--- src/rtl/efbt_pkg.sv ---
// ----------------------------------------------------------------------------
// efbt_pkg
// Types and constants shared by the booking table modules.
// ----------------------------------------------------------------------------
package efbt_pkg;

	typedef enum logic [2:0] {
		CMD_INSERT   = 3'd0,
		CMD_COUNT    = 3'd1,
		CMD_EARLIEST = 3'd2,
		CMD_DEL_MIN  = 3'd3,
		CMD_DEL_PID  = 3'd4,
		CMD_CLEAR    = 3'd5
	} cmd_e;

	typedef enum logic [2:0] {
		ST_OK    = 3'd0,
		ST_FULL  = 3'd1,
		ST_EMPTY = 3'd2,
		ST_BDATE = 3'd3,
		ST_BTIME = 3'd4
	} status_e;

	typedef enum logic [2:0] {
		FSM_IDLE,
		FSM_SCAN,
		FSM_SHIFT,
		FSM_DONE
	} fsm_e;

	typedef struct packed {
		logic [2:0]  cmd;
		logic [15:0] patient_id;
		logic [4:0]  day;
		logic [3:0]  month;
		logic [13:0] year;
		logic [4:0]  hour;
		logic [5:0]  minute;
	} req_t;

	typedef struct packed {
		logic [2:0]  status;
		logic [4:0]  match_count;
		logic [4:0]  held_count;
		logic [15:0] out_patient;
		logic [4:0]  out_day;
		logic [3:0]  out_month;
		logic [13:0] out_year;
		logic [4:0]  out_hour;
		logic [5:0]  out_minute;
	} rsp_t;

	typedef struct packed {
		logic [15:0] pid;
		logic [13:0] y;
		logic [3:0]  m;
		logic [4:0]  d;
		logic [4:0]  h;
		logic [5:0]  mi;
	} entry_t;

	// control into the cell row
	typedef struct packed {
		logic   rotate;   // every cell takes its right neighbor, head wraps to tail
		logic   load;     // tail cell takes new entry
		entry_t load_val;
	} row_ctl_t;

	// century = y / 100 by reciprocal multiply, exact for 14-bit years
	function automatic logic date_ok(logic [4:0] d, logic [3:0] m, logic [13:0] y);
		logic        leap;
		logic [4:0]  len;
		logic [26:0] prod;
		logic [7:0]  cent;
		logic [13:0] rem;
		prod = y * 13'd5243;
		cent = prod[26:19];
		rem  = y - cent * 14'd100;
		leap = (y[1:0] == 2'd0) && ((rem != 14'd0) || (cent[1:0] == 2'd0));
		unique case (m)
			4'd2:                      len = leap ? 5'd29 : 5'd28;
			4'd4, 4'd6, 4'd9, 4'd11:   len = 5'd30;
			default:                   len = 5'd31;
		endcase
		return (y != 14'd0) && (m >= 4'd1) && (m <= 4'd12) && (d >= 5'd1) && (d <= len);
	endfunction

	function automatic logic [37:0] sort_key(entry_t e);
		return {e.y, e.m, e.d, e.h, e.mi};
	endfunction

endpackage

--- src/rtl/efbt_cell.sv ---
// ----------------------------------------------------------------------------
// efbt_cell
// One storage slot of the rotating booking row.
// ----------------------------------------------------------------------------
module efbt_cell (
	input  logic            clk,
	input  logic            rotate,
	input  logic            load,
	input  efbt_pkg::entry_t nb,
	input  efbt_pkg::entry_t load_val,
	output efbt_pkg::entry_t val
);
	import efbt_pkg::*;

	entry_t val_q;

	always_ff @(posedge clk) begin
		if (load) begin
			val_q <= load_val;
		end else if (rotate) begin
			val_q <= nb;
		end
	end

	assign val = val_q;
endmodule

--- src/rtl/efbt_row.sv ---
// ----------------------------------------------------------------------------
// efbt_row
// Chain of cells; rotation moves each entry one place toward the head.
// ----------------------------------------------------------------------------
module efbt_row #(
	parameter int CAPACITY = 16
) (
	input  logic              clk,
	input  efbt_pkg::row_ctl_t ctl,
	input  logic [$clog2(CAPACITY+1)-1:0] tail,
	output efbt_pkg::entry_t  head
);
	import efbt_pkg::*;

	localparam int TW = $clog2(CAPACITY+1);

	entry_t vals [CAPACITY];
	entry_t nbs  [CAPACITY];

	genvar g;
	generate
		for (g = 0; g < CAPACITY; g++) begin : g_cell
			// cell at tail-1 receives head so the live segment rotates
			if (g == CAPACITY-1) begin : g_last
				assign nbs[g] = vals[0];
			end else begin : g_mid
				assign nbs[g] = (TW'(g + 1) == tail) ? vals[0] : vals[g+1];
			end
			efbt_cell u_cell (
				.clk      (clk),
				.rotate   (ctl.rotate),
				.load     (ctl.load && (TW'(g) == tail)),
				.nb       (nbs[g]),
				.load_val (ctl.load_val),
				.val      (vals[g])
			);
		end
	endgenerate

	assign head = vals[0];
endmodule

--- src/rtl/earliest_first_booking_table.sv ---
// ----------------------------------------------------------------------------
// earliest_first_booking_table
// Bounded table of bookings with earliest-first reporting.
// ----------------------------------------------------------------------------
// Bookings sit in a row of CAPACITY cells that rotates one place per cycle
// toward the head. Insert loads the new entry at the tail. Count, earliest
// and delete commands rotate the held entries once to scan, and delete
// earliest takes a second rotation that drops the winner while keeping
// order; delete patient drops matches during its single pass. One command is
// in flight at a time; a result held back by the receiver stalls the next
// command.
module earliest_first_booking_table #(
	parameter int CAPACITY = 16
) (
	input  logic            clk,
	input  logic            arst_n,
	input  logic            in_valid,
	output logic            in_stall,
	input  efbt_pkg::req_t  in_data,
	output logic            out_valid,
	input  logic            out_stall,
	output efbt_pkg::rsp_t  out_data,
	input  logic            cfg_we,
	input  logic [4:0]      cfg_wdata
);
	import efbt_pkg::*;

	localparam int TW = $clog2(CAPACITY+1);

	fsm_e     state_q, state_d;
	req_t     req_q;
	rsp_t     rsp_q, rsp_d;
	status_e  st_q, acc_status;
	logic     out_valid_q;
	logic [4:0]  lim_q;
	logic [TW-1:0] total_q, tail_q, left_q, pos_q, best_q, acc_total;
	logic [4:0]  match_q;
	entry_t   best_e_q;
	logic     pass2_q;
	entry_t   head;
	row_ctl_t ctl;
	row_ctl_t      ctl_row;
	logic [TW-1:0] tail_row;
	logic     accept, drop, in_date_ok;
	logic [TW-1:0] lim_eff;

	assign lim_eff = ({27'd0, lim_q} < CAPACITY) ? TW'(lim_q) : TW'(CAPACITY);
	assign in_stall = (state_q != FSM_IDLE) || (out_valid_q && out_stall);
	assign accept = in_valid && !in_stall;
	assign in_date_ok = date_ok(in_data.day, in_data.month, in_data.year);

	// in a compaction pass an entry is dropped by not writing it back
	always_comb begin
		drop = 1'b0;
		if (state_q == FSM_SCAN && req_q.cmd == CMD_DEL_PID)
			drop = (head.pid == req_q.patient_id);
		else if (state_q == FSM_SHIFT)
			drop = (pos_q == best_q);
	end

	// entries rotate through the head; kept ones return at the tail
	always_comb begin
		ctl = '0;
		if (state_q == FSM_SCAN || state_q == FSM_SHIFT) begin
			ctl.rotate = 1'b1;
		end
	end

	// Insert: load at total. Scan: rotate segment [0,total) fully; dropped
	// entries are overwritten by shrinking the segment as they leave the head.
	always_comb begin
		ctl_row = ctl;
		tail_row = tail_q;
		if (state_q == FSM_DONE && req_q.cmd == CMD_INSERT && st_q == ST_OK) begin
			ctl_row.load = 1'b1;
			ctl_row.load_val = '{pid: req_q.patient_id, y: req_q.year, m: req_q.month,
				d: req_q.day, h: req_q.hour, mi: req_q.minute};
			tail_row = total_q - TW'(1);
		end
	end

	efbt_row #(.CAPACITY(CAPACITY)) u_row (
		.clk  (clk),
		.ctl  (ctl_row),
		.tail (tail_row),
		.head (head)
	);

	// status and held count decided at accept
	always_comb begin
		acc_status = ST_OK;
		acc_total  = total_q;
		unique case (cmd_e'(in_data.cmd))
			CMD_INSERT: begin
				if (total_q >= lim_eff) acc_status = ST_FULL;
				else if (!in_date_ok) acc_status = ST_BDATE;
				else if (in_data.hour > 5'd23 || in_data.minute > 6'd59)
					acc_status = ST_BTIME;
				else acc_total = total_q + TW'(1);
			end
			CMD_COUNT: if (!in_date_ok) acc_status = ST_BDATE;
			CMD_EARLIEST, CMD_DEL_MIN: if (total_q == '0) acc_status = ST_EMPTY;
			CMD_CLEAR: begin
				if (total_q == '0) acc_status = ST_EMPTY;
				else acc_total = '0;
			end
			default: ;
		endcase
	end

	always_comb begin
		rsp_d = '0;
		rsp_d.status = st_q;
		rsp_d.held_count = 5'(total_q);
		if (req_q.cmd == CMD_COUNT || req_q.cmd == CMD_DEL_PID)
			rsp_d.match_count = match_q;
		if ((req_q.cmd == CMD_EARLIEST || req_q.cmd == CMD_DEL_MIN) && st_q == ST_OK) begin
			rsp_d.out_patient = best_e_q.pid;
			rsp_d.out_day     = best_e_q.d;
			rsp_d.out_month   = best_e_q.m;
			rsp_d.out_year    = best_e_q.y;
			rsp_d.out_hour    = best_e_q.h;
			rsp_d.out_minute  = best_e_q.mi;
		end
	end

	always_comb begin
		state_d = state_q;
		unique case (state_q)
			FSM_IDLE:  if (accept) state_d = FSM_DONE;
			FSM_SCAN:  if (left_q == TW'(1))
					state_d = (req_q.cmd == CMD_DEL_MIN && !pass2_q) ? FSM_SHIFT : FSM_DONE;
			FSM_SHIFT: if (left_q == TW'(1)) state_d = FSM_DONE;
			FSM_DONE:  state_d = FSM_IDLE;
			default:   state_d = FSM_IDLE;
		endcase
		if (state_q == FSM_IDLE && accept && total_q != '0 &&
			(in_data.cmd == CMD_COUNT || in_data.cmd == CMD_EARLIEST ||
			 in_data.cmd == CMD_DEL_MIN || in_data.cmd == CMD_DEL_PID) &&
			!(in_data.cmd == CMD_COUNT && !in_date_ok))
			state_d = FSM_SCAN;
	end

	always_ff @(posedge clk or negedge arst_n) begin
		if (!arst_n) begin
			state_q     <= FSM_IDLE;
			total_q     <= '0;
			tail_q      <= '0;
			lim_q       <= 5'd16;
			out_valid_q <= 1'b0;
		end else begin
			state_q <= state_d;
			if (cfg_we) lim_q <= cfg_wdata;
			if (state_q == FSM_DONE) out_valid_q <= 1'b1;
			else if (!out_stall) out_valid_q <= 1'b0;
			unique case (state_q)
				FSM_IDLE: begin
					if (accept) begin
						req_q   <= in_data;
						left_q  <= total_q;
						pos_q   <= '0;
						match_q <= '0;
						best_q  <= '0;
						pass2_q <= 1'b0;
						st_q    <= acc_status;
						tail_q  <= total_q;
						total_q <= acc_total;
					end
				end
				FSM_SCAN: begin
					if (left_q == TW'(1)) begin
						left_q <= total_q;
						pos_q  <= '0;
					end else begin
						left_q <= left_q - TW'(1);
						pos_q  <= pos_q + TW'(1);
					end
					if (req_q.cmd == CMD_COUNT && head.d == req_q.day &&
						head.m == req_q.month && head.y == req_q.year) begin
						match_q <= match_q + 5'd1;
					end else if (drop) begin
						match_q <= match_q + 5'd1;
						tail_q  <= tail_q - TW'(1);
						total_q <= total_q - TW'(1);
					end
					if (pos_q == '0 || sort_key(head) < sort_key(best_e_q)) begin
						best_e_q <= head;
						best_q   <= pos_q;
					end
				end
				FSM_SHIFT: begin
					left_q <= left_q - TW'(1);
					pos_q  <= pos_q + TW'(1);
					if (drop) begin
						tail_q  <= tail_q - TW'(1);
						total_q <= total_q - TW'(1);
					end
				end
				FSM_DONE: begin
					rsp_q  <= rsp_d;
					tail_q <= total_q;
				end
				default: ;
			endcase
		end
	end

	assign out_valid = out_valid_q;
	assign out_data  = rsp_q;

	a_busy_stall: assert property (@(posedge clk) disable iff (!arst_n)
		(state_q != FSM_IDLE) |-> in_stall) else $error("accept while busy");
	a_total_bound: assert property (@(posedge clk) disable iff (!arst_n)
		total_q <= TW'(CAPACITY)) else $error("held count overflow");
	a_out_held: assert property (@(posedge clk) disable iff (!arst_n)
		(out_valid && out_stall) |=> out_valid && $stable(out_data))
		else $error("result dropped");
endmodule
--- config.mk ---
export PLATFORM = sky130hd
export DESIGN_NAME = earliest_first_booking_table
export DESIGN_NICKNAME = d
export VERILOG_FILES = /design/src/rtl/efbt_pkg.sv /design/src/rtl/efbt_cell.sv /design/src/rtl/efbt_row.sv /design/src/rtl/earliest_first_booking_table.sv
export SDC_FILE = /design/constraint.sdc
export NUM_CORES = 2
export LEC_CHECK = 0
export ABC_AREA = 1
export ABC_CLOCK_PERIOD_IN_PS = 5750
export BUFFER_PORTS_ARGS = -buffer_cell sky130_fd_sc_hd__buf_2
export CAP_MARGIN = 15
export CORE_MARGIN = 2
export CORE_UTILIZATION = 24
export CTS_CLUSTER_DIAMETER = 120
export DETAILED_ROUTE_END_ITERATION = 10
export PLACE_DENSITY = 0.37
export SYNTH_ARGS = -nofsm -noshare
export SYNTH_HDL_FRONTEND = slang
export SYNTH_SLANG_ARGS = --single-unit
--- constraint.sdc ---
create_clock -name clk -period 5.75 [get_ports clk]
set_input_delay 0.8625 -clock clk [delete_from_list [all_inputs] [get_ports clk]]
set_output_delay 0.8625 -clock clk [all_outputs]
set_load 0.02 [all_outputs]
==> impl_table.tex <==
\begin{tabular}{lr}
\hline
Metric & Value \\
\hline
\multicolumn{2}{l}{\textbf{Floorplan}} \\
Initial standard-cell utilization of the core & 24.1\% \\
Overall die width & 471 um \\
Number of I/O pins & 128 \\
Row count & 171 \\
Die height & 471 um \\
Core area & 217000 um\^{}2 \\
Die footprint & 222000 um\^{}2 \\
\multicolumn{2}{l}{\textbf{Logic synthesis}} \\
Count of flip-flops with a built-in enable after synthesis & 989 \\
Main combinational cell family by area after synthesis & compound AO/OA/AOI/OAI gates \\
Synth Area in XOR/XNOR & 1.17\% \\
Top cells by instance count after synthesis & sky130\_fd\_sc\_hd\_\_edfxtp\_1 (989), sky130\_fd\_sc\_hd\_\_nor2\_1 (813), sky130\_fd\_sc\_hd\_\_nand2\_1 (577), sky130\_fd\_sc\_hd\_\_o22ai\_1 (557), sky130\_fd\_sc\_hd\_\_o21ai\_0 (518) \\
Post-synthesis cell type with the largest combined area & sky130\_fd\_sc\_hd\_\_edfxtp\_1 \\
Fraction of post-synthesis cell area in the top cell type by area & 56.7\% \\
Net count of the mapped netlist & 5484 \\
Cell area after technology mapping & 52400 um\^{}2 \\
Synthesis warning total & 0 \\
Most instantiated library cell after synthesis & sky130\_fd\_sc\_hd\_\_edfxtp\_1 \\
Fraction of synthesized area in multiplexers & 0.0645\% \\
Async set or reset register ratio after synthesis & 1.79\% \\
Flip-flop cell with the highest count after synthesis & sky130\_fd\_sc\_hd\_\_edfxtp\_1 \\
Adder-cell share of the synthesized area & 7.06\% \\
Sequential cell area fraction in the yosys report & 57.5\% \\
Ranking of synthesized cells by area & sky130\_fd\_sc\_hd\_\_edfxtp\_1 (57\%), sky130\_fd\_sc\_hd\_\_o22ai\_1 (6.7\%), sky130\_fd\_sc\_hd\_\_nor2\_1 (5.8\%) \\
Synthesized area per cell & 10.1 um\^{}2 \\
Flops \& latches, synth & 1007 \\
Basic-gate share of the synthesized area counting and, or, nand and nor cells & 11.5\% \\
Post-synthesis cell type count & 49 \\
Post-synthesis cell count & 5165 \\
Area fraction in compound gates after synthesis & 16.5\% \\
\multicolumn{2}{l}{\textbf{STA}} \\
Number of failing hold endpoints at the final stage & 0 \\
Shortest clock period the worst path allows after layout & 8.87 ns \\
Setup violators final & 10 \\
RSZ-0062 raised after global routing & true \\
Post-Route Skew & 0.0294 ns \\
Max\_slew headroom & 24.6\% \\
Max Freq & 113 MHz \\
Min setup slack post-route & -3.12 ns \\
Final max-slew violation count & 0 \\
Setup TNS & -30.43 ns \\
Slew at the pin closest to its max-slew limit & 1.13 ns \\
Hold slack final & 0.0678 ns \\
Ratio of final minimum period to clock period & 154\% \\
\multicolumn{2}{l}{\textbf{Clock network}} \\
TritonCTS clock tree & yes \\
Clock Tree Root & sky130\_fd\_sc\_hd\_\_clkbuf\_16 \\
Clock-pin transition on the worst setup and hold timing paths & 0.06 ns \\
TritonCTS Buffers & 130 \\
Number of levels the H-tree was split into & 4 \\
Longest Clk Path Bufs & 3 \\
Sink count of the clock tree & 1007 \\
Source-to-sink clock delay at the later pin of the worst-skew pair & 0.77 ns \\
\multicolumn{2}{l}{\textbf{Critical path}} \\
Worst-case reg-to-reg path depth & 15 \\
Reg-to-Reg End & best\_e\_q[20] \\
Critical Path End Type & register \\
Worst R2R Setup Slack & 0.76 ns \\
Required time worst endpoint & 6.27 ns \\
Largest fanout on the critical path & 4 \\
Category of the most critical setup path & in2reg \\
Startpoint type of the worst setup path & primary input \\
Stage delay of the slowest cell on the critical path & 0.56 ns \\
Startpoint of the worst register-to-register path & u\_row.g\_cell[0].u\_cell.val[3] \\
Critical-path top delay cell & sky130\_fd\_sc\_hd\_\_fa\_1 \\
Worst Path Arrival & 9.39 ns \\
\multicolumn{2}{l}{\textbf{Detailed routing}} \\
Post-route antenna net violation count & 0 \\
Routed wire length & 212000 um \\
Iteration-0 DRC Markers & 3935 \\
Routed wire length per instance & 25.9 um \\
First drt pass iteration count & 6 \\
Per-cell via count in the routed design & 5.02 \\
Detailed-route via count & 41049 \\
Drt drc & 0 \\
\multicolumn{2}{l}{\textbf{Placed design}} \\
Detail Placement HPWL & 126000 um \\
Gpl congestion & 0.773 \\
Port Buffer Count & 127 \\
\multicolumn{2}{l}{\textbf{Final layout}} \\
Final-layout fill cell count & 22525 \\
Fraction of final layout cells with drive strength greater than 1 & 14.0\% \\
Total area of multi-input combinational cells & 19700 um\^{}2 \\
Nets & 5549 \\
Flip-flop and latch area & 30200 um\^{}2 \\
Final core utilization & 28.5\% \\
Area delta synth->final & 18.2\% \\
\multicolumn{2}{l}{\textbf{Power}} \\
Worst voltage drop across the vdd grid & 0.00114 V \\
Power after layout & 0.0489 W \\
Lkg Pwr & 23.6 nW \\
Power per cell area & 789 nW/um\^{}2 \\
\multicolumn{2}{l}{\textbf{Global route}} \\
Global-route wire length before repair & 301000 um \\
Pin count of the biggest net entering global routing & 101 \\
Leftover overflow at the end of global routing & 0 \\
GRT Overall Usage & 18.6\% \\
Number of global-route vias before repair & 40012 \\
Initial antenna violation count & 8 \\
\multicolumn{2}{l}{\textbf{Status}} \\
Violated checks & negative setup slack \\
Result of the run & finished, violations left \\
\multicolumn{2}{l}{\textbf{Worst hold path}} \\
Class of the tightest hold or removal check & in2async \\
\multicolumn{2}{l}{\textbf{Run}} \\
Max Cap Violations & 0 \\
\hline
\end{tabular}
[worst max-delay path by stage]
stage,from,endpoint,slack (ns)
after floorplan,in_data[20],total_q[0],-3.14
after global placement,in_data[21],total_q[0],-4.36
after detailed placement,in_data[21],total_q[0],-4.42
after CTS,in_data[22],total_q[0],-3.04
after global routing,in_data[21],total_q[0],-3.60
final,in_data[21],st_q[1],-3.12
[where the power goes]
part	internal [W]	total, W	switching (W)
sequential	0.0140	0.0156	0.00157
combinational	0.00959	0.0252	0.0156
clock	0.00466	0.00803	0.00336
[critical path: cells and delay by family]
| kind | cells | cell delay (ns) |
|---|---|---|
| XOR/XNOR | 3 | 0.48 |
| adder cells (fa/ha/maj) | 12 | 4.45 |
| AO/OA/AOI/OAI | 12 | 1.55 |
| buffers and inverters | 12 | 1.09 |
| AND/OR/NAND/NOR | 12 | 0.96 |
[sequential cells by signal, summed over array words and instances (netlist names)]
name                     flops
best_e_q                    50
best_q                       5
left_q                       5
lim_q                        5
match_q                      5
out_data                    63
out_valid                    1
pos_q                        5
req_q                       53
st_q                         3
state_q                      2
tail_q                       5
total_q                      5
u_row.g_cell.u_cell.val    800
[layout by cell type (no fill, tap or decap), types with 22 or more instances in the layout]
| master | n |
|---|---|
| sky130_fd_sc_hd__xor2_1 | 26 |
| sky130_fd_sc_hd__a31oi_1 | 153 |
| sky130_fd_sc_hd__inv_1 | 302 |
| sky130_fd_sc_hd__buf_2 | 120 |
| sky130_fd_sc_hd__buf_4 | 246 |
| sky130_fd_sc_hd__nand2_1 | 535 |
| sky130_fd_sc_hd__clkinv_1 | 22 |
| sky130_fd_sc_hd__buf_12 | 32 |
| sky130_fd_sc_hd__xnor2_1 | 42 |
| sky130_fd_sc_hd__a21oi_1 | 49 |
| sky130_fd_sc_hd__nor2_1 | 809 |
| sky130_fd_sc_hd__inv_2 | 34 |
| sky130_fd_sc_hd__o21ai_1 | 132 |
| sky130_fd_sc_hd__clkinv_2 | 22 |
| sky130_fd_sc_hd__o22ai_1 | 557 |
| sky130_fd_sc_hd__o21ai_0 | 508 |
| sky130_fd_sc_hd__fa_1 | 63 |
| sky130_fd_sc_hd__o31ai_1 | 52 |
| sky130_fd_sc_hd__nand3_1 | 44 |
| sky130_fd_sc_hd__edfxtp_1 | 989 |
| sky130_fd_sc_hd__nand2_4 | 32 |
| sky130_fd_sc_hd__ha_1 | 171 |
| sky130_fd_sc_hd__clkbuf_16 | 140 |
| sky130_fd_sc_hd__clkbuf_1 | 38 |
[layout make-up]
| class | instances | share of cell area [%] |
|---|---|---|
| clock inverters | 46 | 0.572 |
| diodes | 1 | 0.00404 |
| inverters | 346 | 2.12 |
| repair buffers | 406 | 5.12 |
| multi-input cells | 3339 | 31.8 |
| well taps | 2854 | 5.77 |
| clock buffers | 180 | 5.93 |
| flip-flops and latches | 1007 | 48.7 |
[stage by stage]
step | cell area, um^2 | setup slack [ns] | instances
after detailed placement | 57400 | -4.42 | 7936
after CTS | 61800 | -3.04 | 8174
after global routing | 61900 | -3.60 | 8178
final | 61900 | -3.12 | 8179
after global placement | 57400 | -4.36 | 7936
after floorplan | 52500 | -3.14 | 5165
[metal layers]
layer	track usage, %	part of all wire (%)
met1	24.3	43
met2	32.0	49
met3	2.64	5.6
met4	5.22	2.6
met5	0	0
[cell families (layout without fill, tap and decap cells)]
group                    after synthesis  after routing
other                                  0              1
AO/OA/AOI/OAI                       1503           1503
AND/OR/NAND/NOR                     1507           1507
buffers and inverters                819            978
multiplexers                           3              3
adder cells (fa/ha/maj)              256            256
flip-flops                          1007           1007
XOR/XNOR                              70             70
[timing repair]
action / in CTS / in global routing
hold endpoints to repair: 0 / 0
pin swaps: 42 / 17
resized for setup: 64 / 26
hold buffers: 0 / 0
setup buffers: 11 / 4
gates cloned: 1 / 0
endpoints found under the setup margin: 10 / 10
Note: power is estimated with default switching activity, not from simulation.
